[config.mk]
export PLATFORM = sky130hd
export DESIGN_NAME = servo_motion_interpolator_core
export DESIGN_NICKNAME = d
export VERILOG_FILES = /design/src/rtl/core/smi_pkg.sv /design/src/rtl/core/servo_motion_interpolator_core.sv
export SDC_FILE = /design/constraint.sdc
export NUM_CORES = 2
export LEC_CHECK = 0
export CAP_MARGIN = 20
export CORE_MARGIN = 4
export CORE_UTILIZATION = 60
export DETAILED_ROUTE_END_ITERATION = 8
export DONT_BUFFER_PORTS = 1
export HOLD_SLACK_MARGIN = 0.02
export PLACE_DENSITY = 0.79
export SLEW_MARGIN = 20
export SYNTH_ARGS = -nofsm -noshare
export SYNTH_HDL_FRONTEND = slang
export SYNTH_SLANG_ARGS = --single-unit
[constraint.sdc]
create_clock -name aclk -period 12.5 [get_ports aclk]
set_clock_uncertainty 0.2 [all_clocks]
set_input_delay 0.625 -clock aclk [delete_from_list [all_inputs] [get_ports aclk]]
set_output_delay 0.625 -clock aclk [all_outputs]
set_load 0.01 [all_outputs]
[src/rtl/core/smi_pkg.sv]
// ----------------------------------------------------------------------------
// smi_pkg
// Shared widths, defaults, register indexes and the ease table generator for
// the servo motion interpolator.
// ----------------------------------------------------------------------------
`default_nettype none

package smi_pkg;

    // Defaults for the top-level parameters
    localparam int CHANNELS_DEF       = 8;
    localparam int FRAC_BITS_DEF      = 8;
    localparam int DEG_LOW_DEF        = 0;
    localparam int DEG_HIGH_DEF       = 180;
    localparam int MID_PULSE_DEF      = 1500;
    localparam int COS_TABLE_BITS_DEF = 6;

    // Field widths
    localparam int CH_W     = 3;
    localparam int DEG_W    = 10;
    localparam int SPEED_W  = 16;
    localparam int PULSE_W  = 16;
    localparam int TIME_W   = 17;
    localparam int EASE_W   = 17;
    localparam int CFG_W    = 16;
    localparam int CFG_IDX_W = 3;

    // Datapath widths: the magnitude of the mapping numerator stays below 2^27
    localparam int DOFF_W = DEG_W + 1;
    localparam int MAG_W  = 27;
    localparam int MUL_W  = 29;
    localparam int PROD_W = 2 * MUL_W;

    // Configuration register indexes
    localparam logic [CFG_IDX_W-1:0] REG_MIN_PULSE   = 3'd0;
    localparam logic [CFG_IDX_W-1:0] REG_MAX_PULSE   = 3'd1;
    localparam logic [CFG_IDX_W-1:0] REG_AMPLITUDE   = 3'd2;
    localparam logic [CFG_IDX_W-1:0] REG_BIAS        = 3'd3;
    localparam logic [CFG_IDX_W-1:0] REG_INTERP_MODE = 3'd4;

    // Interpolation modes
    localparam logic MODE_LINEAR = 1'b0;
    localparam logic MODE_COSINE = 1'b1;

    // Per-channel state entry
    typedef struct packed {
        logic                 active;
        logic [SPEED_W-1:0]   speed;
        logic [TIME_W-1:0]    mtime;
        logic [PULSE_W-1:0]   to_pulse;
        logic [PULSE_W-1:0]   from_pulse;
    } chan_state_t;

    localparam logic [63:0] Q30    = 64'd1 << 30;
    localparam logic [63:0] PI_Q30 = 64'd3373259426;

    // Ease weight on the start pulse, (1 + cos(pi*k/N)) / 2 in Q16, N = 2^tb.
    // Sine from its Taylor series to x^11 in Q30, Horner form.
    function automatic logic [EASE_W-1:0] ease_entry(input int unsigned k,
                                                     input int unsigned tb);
        logic [63:0] v;
        logic [63:0] half;
        logic [63:0] d;
        logic [63:0] x;
        logic [63:0] x2;
        logic [63:0] r;
        logic [63:0] s;
        logic [63:0] e;
        logic [63:0] q;
        logic        below;
        v     = (64'(k) << 30) >> tb;
        half  = Q30 >> 1;
        below = (v < half);
        d     = below ? (half - v) : (v - half);
        x     = (d * PI_Q30) >> 30;
        x2    = (x * x) >> 30;
        r     = Q30;
        r     = Q30 - ((x2 * r) >> 30) / 64'd110;
        r     = Q30 - ((x2 * r) >> 30) / 64'd72;
        r     = Q30 - ((x2 * r) >> 30) / 64'd42;
        r     = Q30 - ((x2 * r) >> 30) / 64'd20;
        r     = Q30 - ((x2 * r) >> 30) / 64'd6;
        s     = (x * r) >> 30;
        if (s > Q30) begin
            s = Q30;
        end
        e = below ? ((Q30 + s) >> 1) : ((Q30 - s) >> 1);
        q = (e + (64'd1 << 13)) >> 14;
        if (q > 64'd65536) begin
            q = 64'd65536;
        end
        return q[EASE_W-1:0];
    endfunction

endpackage

`default_nettype wire

[src/rtl/core/servo_motion_interpolator_core.sv]
// ----------------------------------------------------------------------------
// servo_motion_interpolator_core
// Multi-channel servo move interpolator: per-channel state in one synchronous
// memory, updated by read-modify-write through one shared multiplier.
// ----------------------------------------------------------------------------
//
//  channel  direction  handshake          payload
//  -------  ---------  -----------------  ----------------------------------
//  s_       in         s_tvalid/s_tready  tuser command, tdata ch/deg/speed
//  m_       out        m_tvalid/m_tready  tdata out_channel/pulse_width/moving
//  cfg_     in         cfg_wr_en          cfg_index, cfg_wdata
//
//  One item is in work at a time, paced by the shared multiplier. A tick with
//  a channel out of range, or any item for such a channel, is dropped in its
//  acceptance cycle. The result sits in an output register, so a stalled m_
//  side holds the block only when the next tick result is ready. Reset is
//  synchronous, active low; per-channel state reads as its reset value until
//  first written, through one valid flag per channel.
//
`default_nettype none

module servo_motion_interpolator_core
    import smi_pkg::*;
#(
    parameter int CHANNELS       = CHANNELS_DEF,
    parameter int FRAC_BITS      = FRAC_BITS_DEF,
    parameter int DEG_LOW        = DEG_LOW_DEF,
    parameter int DEG_HIGH       = DEG_HIGH_DEF,
    parameter int MID_PULSE      = MID_PULSE_DEF,
    parameter int COS_TABLE_BITS = COS_TABLE_BITS_DEF
) (
    input  wire logic                 aclk,
    input  wire logic                 aresetn,

    input  wire logic                 s_tvalid,
    output logic                      s_tready,
    input  wire logic [31:0]          s_tdata,   // channel[2:0], angle[12:3],
                                                 // speed[28:13], zero fill
    input  wire logic                 s_tuser,   // command

    output logic                      m_tvalid,
    input  wire logic                 m_tready,
    output logic [23:0]               m_tdata,   // out_channel[2:0], pulse_width[18:3],
                                                 // moving[19], zero fill

    input  wire logic                 cfg_wr_en,
    input  wire logic [CFG_IDX_W-1:0] cfg_index,
    input  wire logic [CFG_W-1:0]     cfg_wdata
);

    localparam int ADDR_W   = (CHANNELS > 1) ? $clog2(CHANNELS) : 1;
    localparam int CH_SPAN  = 1 << CH_W;
    localparam int ONE      = 1 << FRAC_BITS;
    localparam int RANGE    = (DEG_HIGH - DEG_LOW < 1) ? 1 : (DEG_HIGH - DEG_LOW);
    localparam longint unsigned RECIP = (longint'(1) << MAG_W) / RANGE;
    localparam int EASE_LEN = (1 << COS_TABLE_BITS) + 1;
    localparam int IDX_W    = COS_TABLE_BITS + 1;
    localparam int TSH_W    = TIME_W + COS_TABLE_BITS;

    localparam logic [PULSE_W-1:0] MID = PULSE_W'(MID_PULSE);
    localparam chan_state_t RESET_ENTRY = '{
        active:     1'b1,
        speed:      '0,
        mtime:      '0,
        to_pulse:   MID,
        from_pulse: MID
    };

    typedef enum logic [3:0] {
        S_IDLE,
        S_MV_DIFF,
        S_MV_BASE,
        S_MV_ABS,
        S_MV_RECIP,
        S_MV_QMUL,
        S_MV_QFIX,
        S_MV_SIGN,
        S_MV_SCALE,
        S_MV_WRITE,
        S_TK_TIME,
        S_TK_EASE,
        S_TK_MUL0,
        S_TK_MUL1,
        S_TK_OUT
    } state_t;

    // Configuration registers
    logic [PULSE_W-1:0]       cfg_min_reg;
    logic [PULSE_W-1:0]       cfg_max_reg;
    logic [CFG_W-1:0]         cfg_amp_reg;
    logic signed [CFG_W-1:0]  cfg_bias_reg;
    logic                     cfg_mode_reg;

    // Control
    state_t                   state_reg;
    state_t                   state_next;
    logic [CHANNELS-1:0]      valid_reg;
    logic                     m_tvalid_reg;
    logic [23:0]              m_tdata_reg;

    // Memory and its read port
    chan_state_t              state_mem [CHANNELS];
    chan_state_t              rd_data_reg;
    logic                     rd_valid_reg;
    chan_state_t              cur;
    logic [ADDR_W-1:0]        rd_addr;
    logic [ADDR_W-1:0]        wr_addr;
    logic                     mem_we;
    chan_state_t              mem_wdata;

    // Item fields
    logic [CH_W-1:0]          s_ch;
    logic                     in_range;
    logic [CH_W-1:0]          ch_reg;
    logic signed [DEG_W-1:0]  deg_reg;
    logic [SPEED_W-1:0]       spd_reg;

    // Datapath
    logic signed [MUL_W-1:0]  mul_a;
    logic signed [MUL_W-1:0]  mul_b;
    logic signed [PROD_W-1:0] mul_p;
    logic signed [PROD_W-1:0] acc_reg;
    logic [MAG_W-1:0]         mag_reg;
    logic                     neg_reg;
    logic [MAG_W-1:0]         q_reg;
    logic signed [PROD_W-1:0] rem;
    logic signed [DOFF_W-1:0] deg_off;
    logic signed [PULSE_W:0]  pulse_diff;
    logic signed [PROD_W-1:0] tot_sh;
    logic [PULSE_W-1:0]       sat_pulse;
    logic [TIME_W:0]          time_sum;
    logic [TIME_W-1:0]        t_reg;
    logic                     act_reg;
    logic [TSH_W-1:0]         t_sh;
    logic [IDX_W-1:0]         ease_idx;
    logic [EASE_W-1:0]        ease_rom [EASE_LEN];
    logic [EASE_W-1:0]        ease_reg;
    logic [PULSE_W-1:0]       pulse_out;
    logic                     out_free;

    // Ease table, fixed at elaboration
    for (genvar k = 0; k < EASE_LEN; k++) begin : g_ease
        assign ease_rom[k] = ease_entry(k, COS_TABLE_BITS);
    end

    assign s_tready = (state_reg == S_IDLE);
    assign m_tvalid = m_tvalid_reg;
    assign m_tdata  = m_tdata_reg;

    assign s_ch     = s_tdata[CH_W-1:0];
    assign in_range = (CHANNELS >= CH_SPAN) || (s_ch < CH_W'(CHANNELS));
    assign rd_addr  = ADDR_W'(s_ch);
    assign wr_addr  = ADDR_W'(ch_reg);
    assign out_free = !m_tvalid_reg || m_tready;
    assign cur      = rd_valid_reg ? rd_data_reg : RESET_ENTRY;

    // ------------------------------------------------------------------
    // Configuration writes
    // ------------------------------------------------------------------
    always_ff @(posedge aclk) begin
        if (!aresetn) begin
            cfg_min_reg  <= 16'd1000;
            cfg_max_reg  <= 16'd2000;
            cfg_amp_reg  <= 16'd256;
            cfg_bias_reg <= '0;
            cfg_mode_reg <= MODE_LINEAR;
        end else if (cfg_wr_en) begin
            case (cfg_index)
                REG_MIN_PULSE:   cfg_min_reg  <= cfg_wdata;
                REG_MAX_PULSE:   cfg_max_reg  <= cfg_wdata;
                REG_AMPLITUDE:   cfg_amp_reg  <= cfg_wdata;
                REG_BIAS:        cfg_bias_reg <= $signed(cfg_wdata);
                REG_INTERP_MODE: cfg_mode_reg <= cfg_wdata[0];
                default: ;
            endcase
        end
    end

    // ------------------------------------------------------------------
    // Channel state memory: read while idle, written at the end of an item
    // ------------------------------------------------------------------
    always_ff @(posedge aclk) begin
        if (state_reg == S_IDLE) begin
            rd_data_reg  <= state_mem[rd_addr];
            rd_valid_reg <= valid_reg[rd_addr];
        end
        if (mem_we) begin
            state_mem[wr_addr] <= mem_wdata;
        end
    end

    // ------------------------------------------------------------------
    // Shared multiplier operand selection
    // ------------------------------------------------------------------
    assign deg_off    = DOFF_W'(deg_reg) - DOFF_W'(DEG_LOW);
    assign pulse_diff = $signed({1'b0, cfg_max_reg}) - $signed({1'b0, cfg_min_reg});

    always_comb begin
        mul_a = '0;
        mul_b = '0;
        case (state_reg)
            S_MV_DIFF: begin
                mul_a = MUL_W'(deg_off);
                mul_b = MUL_W'(pulse_diff);
            end
            S_MV_BASE: begin
                mul_a = MUL_W'(cfg_min_reg);
                mul_b = MUL_W'(RANGE);
            end
            S_MV_RECIP: begin
                mul_a = MUL_W'(mag_reg);
                mul_b = MUL_W'(RECIP);
            end
            S_MV_QMUL: begin
                mul_a = MUL_W'(q_reg);
                mul_b = MUL_W'(RANGE);
            end
            S_MV_SCALE: begin
                mul_a = acc_reg[MUL_W-1:0];
                mul_b = MUL_W'(cfg_amp_reg);
            end
            S_TK_MUL0: begin
                mul_a = MUL_W'(cur.from_pulse);
                mul_b = (cfg_mode_reg == MODE_COSINE) ? MUL_W'(ease_reg)
                                                      : MUL_W'(TIME_W'(ONE) - t_reg);
            end
            S_TK_MUL1: begin
                mul_a = MUL_W'(cur.to_pulse);
                mul_b = (cfg_mode_reg == MODE_COSINE) ? MUL_W'(EASE_W'(65536) - ease_reg)
                                                      : MUL_W'(t_reg);
            end
            default: ;
        endcase
    end

    assign mul_p = mul_a * mul_b;

    // Remainder check after the reciprocal estimate, which is at most one low
    assign rem = $signed(PROD_W'(mag_reg)) - acc_reg;

    // Truncate toward zero, then clamp; a negative total clamps to zero
    assign tot_sh    = acc_reg >>> FRAC_BITS;
    assign sat_pulse = acc_reg[PROD_W-1]          ? '0 :
                       (|tot_sh[PROD_W-1:PULSE_W]) ? '1 : tot_sh[PULSE_W-1:0];

    assign time_sum = {1'b0, cur.mtime} + (TIME_W + 1)'(cur.speed);

    assign t_sh     = {t_reg, {COS_TABLE_BITS{1'b0}}} >> FRAC_BITS;
    assign ease_idx = (t_sh > TSH_W'(EASE_LEN - 1)) ? IDX_W'(EASE_LEN - 1)
                                                   : t_sh[IDX_W-1:0];

    assign pulse_out = (cfg_mode_reg == MODE_COSINE) ? acc_reg[16 +: PULSE_W]
                                                     : acc_reg[FRAC_BITS +: PULSE_W];

    // ------------------------------------------------------------------
    // Datapath registers
    // ------------------------------------------------------------------
    always_ff @(posedge aclk) begin
        case (state_reg)
            S_IDLE: begin
                ch_reg  <= s_ch;
                deg_reg <= $signed(s_tdata[CH_W +: DEG_W]);
                spd_reg <= s_tdata[CH_W + DEG_W +: SPEED_W];
            end
            S_MV_DIFF:  acc_reg <= mul_p;
            S_MV_BASE:  acc_reg <= acc_reg + mul_p;
            S_MV_ABS: begin
                neg_reg <= acc_reg[PROD_W-1];
                mag_reg <= acc_reg[PROD_W-1] ? MAG_W'(-acc_reg) : MAG_W'(acc_reg);
            end
            S_MV_RECIP: q_reg   <= mul_p[MAG_W +: MAG_W];
            S_MV_QMUL:  acc_reg <= mul_p;
            S_MV_QFIX: begin
                if (rem >= $signed(PROD_W'(RANGE))) begin
                    q_reg <= q_reg + 1'b1;
                end
            end
            S_MV_SIGN: begin
                acc_reg <= neg_reg ? -$signed(PROD_W'(q_reg)) : $signed(PROD_W'(q_reg));
            end
            S_MV_SCALE: begin
                acc_reg <= mul_p + ($signed(PROD_W'(cfg_bias_reg)) <<< FRAC_BITS);
            end
            S_TK_TIME: begin
                // Hold at one once reached; the tick after that ends the move
                if (cur.mtime >= TIME_W'(ONE)) begin
                    t_reg   <= TIME_W'(ONE);
                    act_reg <= 1'b0;
                end else begin
                    t_reg   <= (time_sum > (TIME_W + 1)'(ONE)) ? TIME_W'(ONE)
                                                               : time_sum[TIME_W-1:0];
                    act_reg <= 1'b1;
                end
            end
            S_TK_EASE:  ease_reg <= ease_rom[ease_idx];
            S_TK_MUL0:  acc_reg  <= mul_p;
            S_TK_MUL1:  acc_reg  <= acc_reg + mul_p;
            default: ;
        endcase
    end

    // ------------------------------------------------------------------
    // Sequencer
    // ------------------------------------------------------------------
    always_comb begin
        state_next = state_reg;
        mem_we     = 1'b0;
        mem_wdata  = cur;
        case (state_reg)
            S_IDLE: begin
                if (s_tvalid && in_range) begin
                    state_next = s_tuser ? S_TK_TIME : S_MV_DIFF;
                end
            end
            S_MV_DIFF:  state_next = S_MV_BASE;
            S_MV_BASE:  state_next = S_MV_ABS;
            S_MV_ABS:   state_next = S_MV_RECIP;
            S_MV_RECIP: state_next = S_MV_QMUL;
            S_MV_QMUL:  state_next = S_MV_QFIX;
            S_MV_QFIX:  state_next = S_MV_SIGN;
            S_MV_SIGN:  state_next = S_MV_SCALE;
            S_MV_SCALE: state_next = S_MV_WRITE;
            S_MV_WRITE: begin
                mem_we               = 1'b1;
                mem_wdata.from_pulse = cur.to_pulse;
                mem_wdata.to_pulse   = sat_pulse;
                mem_wdata.mtime      = '0;
                mem_wdata.speed      = spd_reg;
                state_next           = S_IDLE;
            end
            S_TK_TIME:  state_next = S_TK_EASE;
            S_TK_EASE:  state_next = S_TK_MUL0;
            S_TK_MUL0:  state_next = S_TK_MUL1;
            S_TK_MUL1:  state_next = S_TK_OUT;
            S_TK_OUT: begin
                if (out_free) begin
                    mem_we           = 1'b1;
                    mem_wdata.mtime  = t_reg;
                    mem_wdata.active = act_reg;
                    state_next       = S_IDLE;
                end
            end
            default:    state_next = S_IDLE;
        endcase
    end

    always_ff @(posedge aclk) begin
        if (!aresetn) begin
            state_reg    <= S_IDLE;
            valid_reg    <= '0;
            m_tvalid_reg <= 1'b0;
        end else begin
            state_reg <= state_next;
            if (mem_we) begin
                valid_reg[wr_addr] <= 1'b1;
            end
            if (state_reg == S_TK_OUT && out_free) begin
                m_tvalid_reg <= 1'b1;
                m_tdata_reg  <= {4'b0, act_reg, pulse_out, ch_reg};
            end else if (m_tready) begin
                m_tvalid_reg <= 1'b0;
            end
        end
    end

endmodule

`default_nettype wire
---- Word-level counts from Yosys, hierarchy flattened ----
Memory sizes are Yosys's and may differ from the RTL's. A register that Yosys moved wholly into a read port is not among the register bits.
Cells that the tools add are included.
storage, ports and cells
  bits of input ports ..................... 57
  register bits after elaboration ......... 259
  memories ................................ 2
  bits in writable memories ............... 528
  bits in read-only memories .............. 2176
  output and inout port bits .............. 26
  bits in latches ......................... 0
memory list
  memory            words  width  rd ports  clocked after memory_dff  write ports  RTL line                               text
  (name not given)  128    17     1         1                         0            servo_motion_interpolator_core.sv:295  S_TK_EASE: ease_reg <= ease_rom[ease_idx];
  state_mem         8      66     1         1                         1            servo_motion_interpolator_core.sv:102  chan_state_t state_mem [CHANNELS];
operators by class
  div/mod/pow operators ................... 0
  $lt $le $gt $ge ......................... 7
  bitwise logic cells ..................... 2
  add/sub/neg operators ................... 10
  mux-type cells .......................... 35
  equality and inequality tests ........... 21
  reductions and logical operators ........ 22
  shift-type cells ........................ 0
  $mul .................................... 1
operators by type and width
  operator                                                                          count
  58-bit case mux with 4 select lines                                               1
  29-bit case mux with 7 select lines                                               1
  29-bit case mux with 6 select lines                                               1
  66-bit two-way mux                                                                1
  16-bit two-way mux                                                                4
  58-bit by 24-bit adder with 58-bit output                                         1
  58-bit adder                                                                      1
  58-bit by 9-bit >= comparator with 1-bit output, second input constant            1
  29-bit by 29-bit multiplier with 58-bit output                                    1
  29-bit two-way mux                                                                2
  58-bit two-way mux                                                                1
  27-bit negator with 58-bit output                                                 1
  28-bit by 58-bit subtractor with 58-bit output                                    1
  4-bit case mux with 14 select lines                                               1
  27-bit two-way mux                                                                2
  27-bit case mux with 2 select lines                                               1
  17-bit case mux with 2 select lines                                               1
  34-bit OR reduction                                                               1
  32-bit two-way mux                                                                1
  4-bit == test, second input constant                                              7
  27-bit by 1-bit adder with 27-bit output, second input constant                   1
  27-bit negator                                                                    1
  17-bit by 16-bit adder with 18-bit output                                         1
  18-bit by 9-bit greater-than comparator with 1-bit output, second input constant  1
  33 further kinds                                                                  63

---- Logic depth before layout (Yosys ltp) ----
  word-level depth ........................ 6
  gate-level depth with buffers ........... 55
  depth with buffers taken out ............ 54

---- Least setup slack after synthesis ----
Ideal clock, no wire load.
  path type ............................... register -> register
  from .................................... register t_reg[3]
  to ...................................... register acc_reg[55], data pin
  library setup time ...................... 0.261 ns
  data arrival time ....................... 11.498 ns
  cell stages (with the launch flop) ...... 48
  setup slack ............................. 0.541 ns
  period minus slack after synthesis ...... 11.959 ns
  buffers on the path ..................... 5
  required time ........................... 12.039 ns
  cells stage by stage .................... edfxtp_1 -> buf_4 -> or3_1 -> clkbuf_1 -> or3_4 -> o21ai_1 -> nand3b_1 -> xnor2_1 -> o21ai_0 -> a221oi_1 -> o31ai_1 -> clkbuf_1 -> buf_1 -> nand2_1 -> fa_1 -> inv_1 -> fa_1 -> inv_1 -> [... 12 more ...] -> a21boi_1 -> nor2_1 -> nor3b_1 -> o21ai_1 -> a31o_2 -> a31oi_1 -> xnor2_1 -> ha_1 -> clkbuf_1 -> a21o_1 -> a21oi_1 -> nor3b_1 -> a211oi_1 -> a21oi_1 -> a211o_1 -> a311o_1 -> a31o_2 -> a221o_1
between the ends
  cells in the longest elaborated chain, start to end .. 6
  elaborated cells between the ends (all ways) .. 8
  those cells by class .................... add/sub: 3; mul: 1; mux: 4
ends and longest elaborated chain
  element                                                                           RTL line                                                                                                             text
  from (decl)                                                                       servo_motion_interpolator_core.sv:132                                                                                logic [TIME_W-1:0] t_reg;
  from (signal assigned)                                                            servo_motion_interpolator_core.sv:287                                                                                t_reg <= TIME_W'(ONE);
  from (signal assigned)                                                            servo_motion_interpolator_core.sv:290                                                                                t_reg <= (time_sum > (TIME_W + 1)'(ONE)) ? TIME_W'(ONE)
  9-bit by 17-bit subtractor with 18-bit output                                     servo_motion_interpolator_core.sv:225                                                                                : MUL_W'(TIME_W'(ONE) - t_reg);
  29-bit two-way mux                                                                servo_motion_interpolator_core.sv:224                                                                                mul_b = (cfg_mode_reg == MODE_COSINE) ? MUL_W'(ease_reg)
  29-bit case mux with 6 select lines (*)                                           servo_motion_interpolator_core.sv:201                                                                                case (state_reg)
  29-bit by 29-bit multiplier with 58-bit output (*)                                servo_motion_interpolator_core.sv:236                                                                                assign mul_p = mul_a * mul_b;
  58-bit adder / 58-bit by 24-bit adder with 58-bit output (equally long branches)  servo_motion_interpolator_core.sv:266, servo_motion_interpolator_core.sv:297, servo_motion_interpolator_core.sv:282
  58-bit case mux with 4 select lines (*)                                           servo_motion_interpolator_core.sv:259                                                                                case (state_reg)
  to (signal assigned)                                                              servo_motion_interpolator_core.sv:265                                                                                S_MV_DIFF: acc_reg <= mul_p;
  to (signal assigned)                                                              servo_motion_interpolator_core.sv:266                                                                                S_MV_BASE: acc_reg <= acc_reg + mul_p;
  to (signal assigned)                                                              servo_motion_interpolator_core.sv:297                                                                                S_TK_MUL1: acc_reg <= acc_reg + mul_p;
  to (decl)                                                                         servo_motion_interpolator_core.sv:122                                                                                logic signed [PROD_W-1:0] acc_reg;
Every way passes the cells marked *; elsewhere a longest branch is shown, timed or not.
A chain may end at the register's enable or synchronous reset.

---- Worst setup path after layout ----
  from .................................... register t_reg[3]
  to ...................................... register acc_reg[51], data pin
The elaborated chain is that of the path after synthesis.

==> summary by stage <==
Outcome
The run finished, with violations left. The final reports fail on DRC, setup timing.

STA
The post-layout minimum cycle time is 12560 ps. Setup repair after global routing could not meet its margin everywhere. The portion of the clock cycle consumed by the worst path in the final layout is 1.00. After layout, the worst setup slack is -58.5 ps.

The max-slew violation total from the final report was 0. At the pin with the least slew margin, the transition time is 1190 ps. The final hold violation count is 0. Headroom to the max-slew limit came out at 0.197.

The timing-limited maximum frequency is 79.6 MHz. Setup violations remaining at the end of the flow were counted as 3.

Layout
The layout has 8779 filler cells. The share of final-layout standard cells stronger than drive strength 1 is 0.172. The signed area change from the synthesized netlist to the final layout is 15.4%.

In the layout the commonest cells are sky130_fd_sc_hd__inv_1, sky130_fd_sc_hd__fa_1, sky130_fd_sc_hd__nand2_1. Leaving out fill and tap cells, the most frequent cell in the layout is sky130_fd_sc_hd__inv_1. The number of flip-flops in the largest register is 520. The cell area after layout is 88500 µm². After the last flow step, the layout net total stands at 9180.

Clock tree
The clock transition at the register clock pins on the worst setup and hold paths after CTS is 70 ps. TritonCTS built the clock tree. The master cell of the clock root buffer is sky130_fd_sc_hd__clkbuf_16. Clock latency on the worst-skew pair, taken at its later pin, is 730 ps. Counting along the longest clock path gives a buffer depth of 3. The TritonCTS buffer count is 85. The H-tree was split into 3 levels. The number of clock sinks is 861.

Drt
The count of routing violations after the opening detailed-route iteration is 7978. The number of detailed-route iterations in the first pass is 9. The detail route stage leaves a number of antenna-violating nets equal to 0. The routed via count is 62.0k.

Wires add up to 256000 µm. For this run, design rule violations remaining after detail routing come to 5. Using the TritonRoute via totals, the vias-per-cell ratio works out to 6.42. Dividing the detail-routed wire length by the instance count gives 26.6 µm.

Power and ir drop
For this design the ratio of total power to cell area is 207 nW/µm². The overall power of the completed layout is 18.3 mW. The analysis attributes to cell leakage a power of 38.3 nW. VDD sags by at most 238 µV.

Floorplanning
The die covers 134000 µm². The number of I/O pins is 83. The floorplan step set the die width to 365 µm.

The number of core rows is 130. The initial utilization of the core area, before any placement, comes to 0.607. The total area inside the core boundary comes to 126000 µm².

Measured along the y axis, the die boundary spans 365 µm.

GRT
For this run, global-route usage on met3 was measured as 0.0957. The overall overflow remaining after global route is 0. The global routing met1 resource utilization is 0.506. The maximum number of pins on one net before global-route repair is 134. The first-pass GRT wire length is 384000 µm.

The met2 usage in global routing is 0.597. The initial antenna violation count was 15. The number of global-route vias before repair is 62.7k.

Across every metal layer, demand over resource in global routing totals 0.384. met2 is the most crowded layer.

Critical path
The slowest library cell on the worst path is sky130_fd_sc_hd__fa_1. The delay of the slowest cell on the worst path is 590 ps. STA puts the critical path data arrival time at 12740 ps. The required time of the worst setup path is 12690 ps. The critical path in this run is classified as flop to flop.

The worst-path maximum fanout is 5. The kind of start point of the critical path is a flop. In this design, the critical path's most frequently occurring cell is sky130_fd_sc_hd__buf_4. The endpoint type of the worst setup path is a flop.

Placement
The post-placement cell area is 82900 µm². The total of buffers placed on input and output ports is 0. The detailed placer's ending HPWL is 185000 µm. The congestion estimate from routability-driven global placement came to 1.03.

Min path
In this run the worst hold path is classified as primary input to flop.

Yosys
The post-synthesis average cell area is 10.4 µm². The async set or reset register ratio after synthesis is 0. The most used flip-flop cell after synthesis is sky130_fd_sc_hd__edfxtp_1. The number of flops mapped to enable cells by yosys is 783.

The unique cell type count in the Yosys netlist is 105. The total number of yosys warnings is 0. The sequential-to-total area share from yosys stat is 0.327. The cell area after technology mapping is 76700 µm². In the synthesized netlist, the number of instances is 7403. The synthesized flop and latch total is 861.

Run
The count of max-cap constraint violations is 0.
[cell families (layout without fill, tap and decap cells)]
kind of cell	count (synthesis)	in the layout	share of synthesized area
flops	861	861	0.327
fa+ha+maj	1211	1211	0.281
compound gates	1324	1324	0.114
simple gates	1935	1935	0.113
buf+inv	1537	2105	0.0761
mux	246	246	0.0551
xor+xnor	288	288	0.0332
other cells	1	25	0.0000489
[routing by layer]
layer	wire [µm]	vias to the layer above
met3	32100	937
met4	15900	8
met5	55	-
met2	116000	4418
met1	92200	30500
li1	-	26100
[per-stage QoR]
stage          std cells  TNS, ps  hold slack (ps)  utilization  worst slack (ps)
2_1_floorplan       7414        0              200            -               541
3_3_place_gp        9375     -966              244        0.657              -216
3_5_place_dp        9376    -2430              226        0.657              -366
4_1_cts             9594        0             23.5        0.688              2.81
5_1_grt             9640    -3080             47.4        0.701              -406
6_report            9645    -84.6             44.2        0.701             -58.5
[critical path: cells and delay by family, from the launching register on]
kind | cells | cell delay, ps
adder cells (fa/ha/maj) | 10 | 4370
flip-flops | 1 | 390
buffers and inverters | 14 | 1730
XOR/XNOR | 3 | 360
AND/OR/NAND/NOR | 9 | 1980
AO/OA/AOI/OAI | 15 | 3180
[what timing repair did]
action	4_1_cts	5_1_grt
hold buffers	50	0
setup buffers	11	34
cloned	1	2
gates resized for setup	59	271
pin swaps	27	109
endpoints found under the hold margin	170	0
setup endpoints to repair	14	30
[layout make-up]
type | instances | area [µm²] | area share
Multi-Input combinational cell | 5016 | 47400 | 0.535
Sequential cell | 861 | 25100 | 0.283
Tap cell | 1650 | 2060 | 0.0233
Timing Repair Buffer | 765 | 6500 | 0.0735
Clock inverter | 54 | 734 | 0.00830
Inverter | 1183 | 4460 | 0.0505
Antenna cell | 13 | 32.5 | 0.000368
Clock buffer | 103 | 2230 | 0.0253
[final timing paths]
path	from	end	slack (ps)	depth (start not counted)
worst max-delay path	t_reg[3]	acc_reg[51]	-60	51
worst min-delay path	cfg_index[1]	cfg_max_reg[2]	40	3
worst min register to register	act_reg	m_tdata[19]	250	0
worst max register to register	t_reg[3]	acc_reg[51]	-60	51
[cells in the mapped netlist (61+ instances only)]
cell type | number | area [µm²]
sky130_fd_sc_hd__nand3_1 | 105 | 526
sky130_fd_sc_hd__dfxtp_1 | 78 | 1560
sky130_fd_sc_hd__fa_1 | 854 | 17100
sky130_fd_sc_hd__mux2_2 | 86 | 968
sky130_fd_sc_hd__inv_1 | 1182 | 4440
sky130_fd_sc_hd__nand2_1 | 837 | 3140
sky130_fd_sc_hd__mux4_2 | 132 | 2970
sky130_fd_sc_hd__nor2_1 | 521 | 1960
sky130_fd_sc_hd__a21oi_1 | 303 | 1520
sky130_fd_sc_hd__edfxtp_1 | 783 | 23500
sky130_fd_sc_hd__xor2_1 | 104 | 911
sky130_fd_sc_hd__nand4_1 | 61 | 382
sky130_fd_sc_hd__ha_1 | 357 | 4470
sky130_fd_sc_hd__o21ai_0 | 298 | 1490
sky130_fd_sc_hd__xnor2_1 | 181 | 1590
sky130_fd_sc_hd__a21o_1 | 112 | 841
sky130_fd_sc_hd__clkbuf_1 | 300 | 1130
sky130_fd_sc_hd__a21boi_0 | 68 | 510
[power breakdown]
part | total, mW | leakage [nW] | switching (mW) | internal (mW)
Clock | 2.77 | 1.43 | 1.24 | 1.53
Combinational | 11.6 | 29.0 | 6.80 | 4.81
Sequential | 3.95 | 7.89 | 0.325 | 3.63
Total | 18.3 | 38.3 | 8.37 | 9.97
(Power assumes the default switching activity.)
